## src/hw/rtl/cpu16_pkg.sv

```systemverilog
package cpu16_pkg;

    localparam int MEM_WORDS_DEF = 65536;
    localparam int NUM_REGS_DEF  = 8;
    localparam int WORD_W        = 16;
    localparam logic [15:0] SP_RESET = 16'hFFFC;

    // Input item kinds.
    localparam logic [1:0] FUNC_WRITE = 2'd0;
    localparam logic [1:0] FUNC_EXEC  = 2'd1;
    localparam logic [1:0] FUNC_RESTART = 2'd2;
    localparam logic [1:0] FUNC_READ  = 2'd3;

    // Opcodes.
    localparam logic [4:0] OP_IMOV  = 5'h00;
    localparam logic [4:0] OP_MOV   = 5'h01;
    localparam logic [4:0] OP_LOAD  = 5'h02;
    localparam logic [4:0] OP_STORE = 5'h03;
    localparam logic [4:0] OP_ADD   = 5'h04;
    localparam logic [4:0] OP_SUB   = 5'h05;
    localparam logic [4:0] OP_MUL   = 5'h06;
    localparam logic [4:0] OP_DIV   = 5'h07;
    localparam logic [4:0] OP_AND   = 5'h08;
    localparam logic [4:0] OP_OR    = 5'h09;
    localparam logic [4:0] OP_XOR   = 5'h0A;
    localparam logic [4:0] OP_NOT   = 5'h0B;
    localparam logic [4:0] OP_JMP   = 5'h0C;
    localparam logic [4:0] OP_JZ    = 5'h0D;
    localparam logic [4:0] OP_JNZ   = 5'h0E;
    localparam logic [4:0] OP_PUSH  = 5'h0F;
    localparam logic [4:0] OP_POP   = 5'h10;
    localparam logic [4:0] OP_CMP   = 5'h11;
    localparam logic [4:0] OP_HALT  = 5'h1F;

    // Divider handshake.
    typedef struct packed {
        logic        start;
        logic [15:0] dividend;
        logic [15:0] divisor;
    } div_req_t;

    typedef struct packed {
        logic        done;
        logic [15:0] quotient;
    } div_rsp_t;

endpackage

```

## src/hw/rtl/cpu16_div.sv

```systemverilog
module cpu16_div
    import cpu16_pkg::*;
(
    input  logic     aclk,
    input  logic     aresetn,
    input  div_req_t req,
    output div_rsp_t rsp
);

    // Restoring divider, one quotient bit per cycle.
    logic        busy_reg;
    logic [4:0]  cnt_reg;
    logic [15:0] rem_reg;
    logic [15:0] quo_reg;
    logic [15:0] dsr_reg;
    logic        done_reg;
    logic [16:0] trial;

    assign trial = {rem_reg, quo_reg[15]} - {1'b0, dsr_reg};

    always_ff @(posedge aclk) begin
        if (!aresetn) begin
            busy_reg <= 1'b0;
            done_reg <= 1'b0;
            cnt_reg  <= '0;
        end else begin
            done_reg <= 1'b0;
            if (req.start) begin
                busy_reg <= 1'b1;
                cnt_reg  <= 5'd16;
                rem_reg  <= '0;
                quo_reg  <= req.dividend;
                dsr_reg  <= req.divisor;
            end else if (busy_reg) begin
                if (trial[16]) begin
                    rem_reg <= {rem_reg[14:0], quo_reg[15]};
                    quo_reg <= {quo_reg[14:0], 1'b0};
                end else begin
                    rem_reg <= trial[15:0];
                    quo_reg <= {quo_reg[14:0], 1'b1};
                end
                cnt_reg <= cnt_reg - 5'd1;
                if (cnt_reg == 5'd1) begin
                    busy_reg <= 1'b0;
                    done_reg <= 1'b1;
                end
            end
        end
    end

    // A zero divisor leaves all quotient bits set, which is the wanted 0xFFFF.
    assign rsp.done     = done_reg;
    assign rsp.quotient = quo_reg;

endmodule

```

## config.mk

```make
export PLATFORM = sky130hd
export DESIGN_NAME = cpu16_div
export DESIGN_NICKNAME = d
export VERILOG_FILES = /design/src/hw/rtl/cpu16_pkg.sv /design/src/hw/rtl/cpu16_div.sv
export SDC_FILE = /design/constraint.sdc
export NUM_CORES = 1
export LEC_CHECK = 0
export ABC_AREA = 1
export CAP_MARGIN = 20
export CELL_PAD_IN_SITES_DETAIL_PLACEMENT = 1
export CELL_PAD_IN_SITES_GLOBAL_PLACEMENT = 1
export CORE_ASPECT_RATIO = 1.1
export CORE_MARGIN = 2
export CORE_UTILIZATION = 50
export DETAILED_ROUTE_END_ITERATION = 7
export DONT_BUFFER_PORTS = 1
export PLACE_DENSITY = 0.91
export SLEW_MARGIN = 20
export SYNTH_ARGS = -nofsm -noshare
export SYNTH_HDL_FRONTEND = slang
export SYNTH_SLANG_ARGS = --single-unit
```

## constraint.sdc

```tcl
create_clock -name aclk -period 7.4 [get_ports aclk]
set_clock_uncertainty 0.2 [all_clocks]
set_input_delay 1.11 -clock aclk [delete_from_list [all_inputs] [get_ports aclk]]
set_output_delay 1.11 -clock aclk [all_outputs]
set_load 0.03 [all_outputs]
```

==> results.yml <==
status:
  outcome: "finished, final reports clean"
clock_network:
  insertion_delay_ps: 310
  cts.clk_slew.worst_paths_ps: 100
  htreeDepth: 2
  cts_setup_buffers: 0
  numCtsBuffers: 5
  cts.sinks: 55
  post_cts_resize_count: 0
  hold_buffers: 0
  ctsLongestPathBuffers: 2
  tritoncts: "built"
  cts-root-buf: "clkbuf_8"
setup_path:
  path_delay_family: "simple AND/OR/NAND/NOR gates"
  crit_required_ps: 7330
  worstPathMaxFanout: 19
  crit_slowest_cell: "edfxtp_1"
  endpoint_kind: "register"
  cp-start-kind: "register"
  worst_path_most_repeated_cell: "nand2_1"
  path_cells: "inv_1 > ha_1 > fa_1 > inv_1 > nand2_1 > nand2_1 > nand3_2 > nand2_2 > nand2_2 > nand3_1 > nand2_4 > nand2_1 > nand2_1 > nor2_1"
  slowest_delay_ps: 580
  criticalPathCategory: "register to register"
  cp.arrival_ps: 2870
  path_buf_inv: 2
global_routing:
  grt_max_degree: 35
  grt_usage: 0.2499
  first_global_vias: 2960
  grt_pass1_wl_microns: 13940
  antenna_found_initial: 0
  grt_remaining_overflow: 0
synth:
  syn_area_per_cell_sq_um: 7.846
  ys_ff_latch: 55
  synth_most_common_cell: "nand2_1"
  syn_inst: 432
  synthFlopType: "edfxtp_1"
  yosysTopAreaCell: "edfxtp_1"
  synth.distinct_cells: 34
  async_flop_share: 0
  syn-num-nets: 486
  synth_top_area_share: 0.4252
  synthTopCellsByArea: "edfxtp_1, nand2_1, inv_1"
  seq_area_frac_synth: 0.4666
  synth_edf_count: 48
  synth_common_cells: "nand2_1, inv_1, edfxtp_1"
  netlist_area_sq_mm: 0.003390
  synth_warnings: 0
power:
  switching_power_uw: 282.8
  static-leakage-power_uw: 0.001788
  clkPwrFrac: 0.230
  powerDensity_mw_per_mm2: 227.7
  seqPwrFrac: 0.488
  p_comb_frac: 0.282
  peakVddDrop_mv: 0.1701
  p_total_uw: 815.5
  netSwitchingFraction: 0.3468
  p_int_uw: 532.7
finish:
  antenna_cells: 0
  multi_input_area_sq_mm: 0.001490
  fillers: 824
  syn_to_final_growth_pct: 5.648
  finalNetCount: 487
  drive_above_1_share: 0.07604
  fin_cells: 516
  seqCellArea_sq_mm: 0.001582
route:
  final_antenna_net_count: 0
  dr.pass1.iters: 4
  routed_wl_microns: 8540
  drc: 0
  vias: 2745
  viasPerCell: 5.320
  wl_per_cell_microns: 16.55
  drtIter0Drc: 102
place:
  placed_cells: 507
  portBuffers: 0
  place_congestion: 0.7926
  hpwl_microns: 6526
sta:
  worst_pin_slew_ps: 770.4
  setup_tns_ps: 0
  slew_violations: 0
  fmax_ghz: 0.3408
  slew_headroom: 0.4859
  rsz0062_at_grt: "no"
  setup_viol: 0
  hold_violations: 0
  finalCriticalPeriod_ps: 2935
  timing.final.crit_share: 0.3966
die:
  initial_core_util: 0.5140
  die_w_microns: 82.51
  dieHeight_microns: 90.36
  ios: 52
  rows: 31
  core_area_sq_mm: 0.006594
  die_area_sq_mm: 0.007455
flow_run:
  maxCapViolCount: 0
hold_path:
  hold_class: "register to register"
area by class of cell:
cell class,count,share of cell area
Inverter,72,0.07547
Tap cell,82,0.02865
Multi-Input combinational cell,297,0.4161
Clock buffer,8,0.02830
Timing Repair Buffer,2,0.009783
Sequential cell,55,0.4417
power by group through the flow:
stage | combinational (uW) | sequential (uW) | clock [uW]
2_1_floorplan | 179 | 399 | 0
3_3_place_gp | 208 | 403 | 0
3_5_place_dp | 224 | 405 | 0
4_1_cts | 228 | 398 | 188
5_1_grt | 261 | 401 | 201
6_report | 230 | 398 | 188
kinds of logic after synthesis:
| family | share of synthesized area |
|---|---|
| AO/OA/AOI/OAI | 0.02141 |
| XOR/XNOR | 0.02067 |
| adder cells (fa/ha/maj) | 0.07235 |
| buffers and inverters | 0.09708 |
| flip-flops | 0.4666 |
| AND/OR/NAND/NOR | 0.3219 |
worst min-delay path, delay by kind of cell, from the launching register on:
kind               cells  cell delay, ps
DFF                    1             320
and+or+nand+nor        1              60
AOI/OAI and AO/OA      1              70
layer usage:
metal | global-route usage | up-vias | part of all wire
met3 | 0.05300 | 27 | 0.044
met2 | 0.4469 | 75 | 0.53
li1 | - | 1336 | -
met5 | 0 | - | 0
met1 | 0.2843 | 1307 | 0.39
met4 | 0.09153 | 0 | 0.034
path summary, 6_finish.rpt:
path / end / start / slack, ps / cells after the start
setup / recovery: rem_reg[2]$_SDFFCE_PP0P_ / quo_reg[15]$_DFFE_PP_ / 4470 / 14
setup reg to reg: rem_reg[2]$_SDFFCE_PP0P_ / quo_reg[15]$_DFFE_PP_ / 4470 / 14
hold reg to reg: cnt_reg[4]$_SDFFE_PN0N_ / cnt_reg[4]$_SDFFE_PN0N_ / 310 / 2
hold / removal: cnt_reg[4]$_SDFFE_PN0N_ / cnt_reg[4]$_SDFFE_PN0N_ / 310 / 2
per-stage QoR:
| step | setup slack (ps) | utilization | cell area (sq um) | hold slack (ps) |
|---|---|---|---|---|
| finish | 4465 | 0.5431 | 3581 | 310.3 |
| global route | 4331 | 0.5431 | 3581 | 337.8 |
| CTS | 4462 | 0.5389 | 3553 | 309.0 |
| detailed placement | 4534 | 0.5235 | 3452 | 295.3 |
| global placement | 4722 | 0.5235 | 3452 | 264.7 |
| floorplan | 3653 | - | 3390 | 246.6 |
cells in the final DEF, fill, tap and decap left out, drive strengths merged:
cell and count:
a211oi 1, a21oi 9, a31oi 1, and2 2
and3 2, buf 2, clkbuf 8, clkinv 1
dfxtp 7, edfxtp 48, fa 1, ha 18
inv 71, nand2 176, nand3 14, nand3b 5
nand4 3, nor2 51, nor3 2, nor4 1
o21ai 2, or2 1, xnor2 1, xor2 7
No activity file was read; power rests on OpenSTA's default activity.
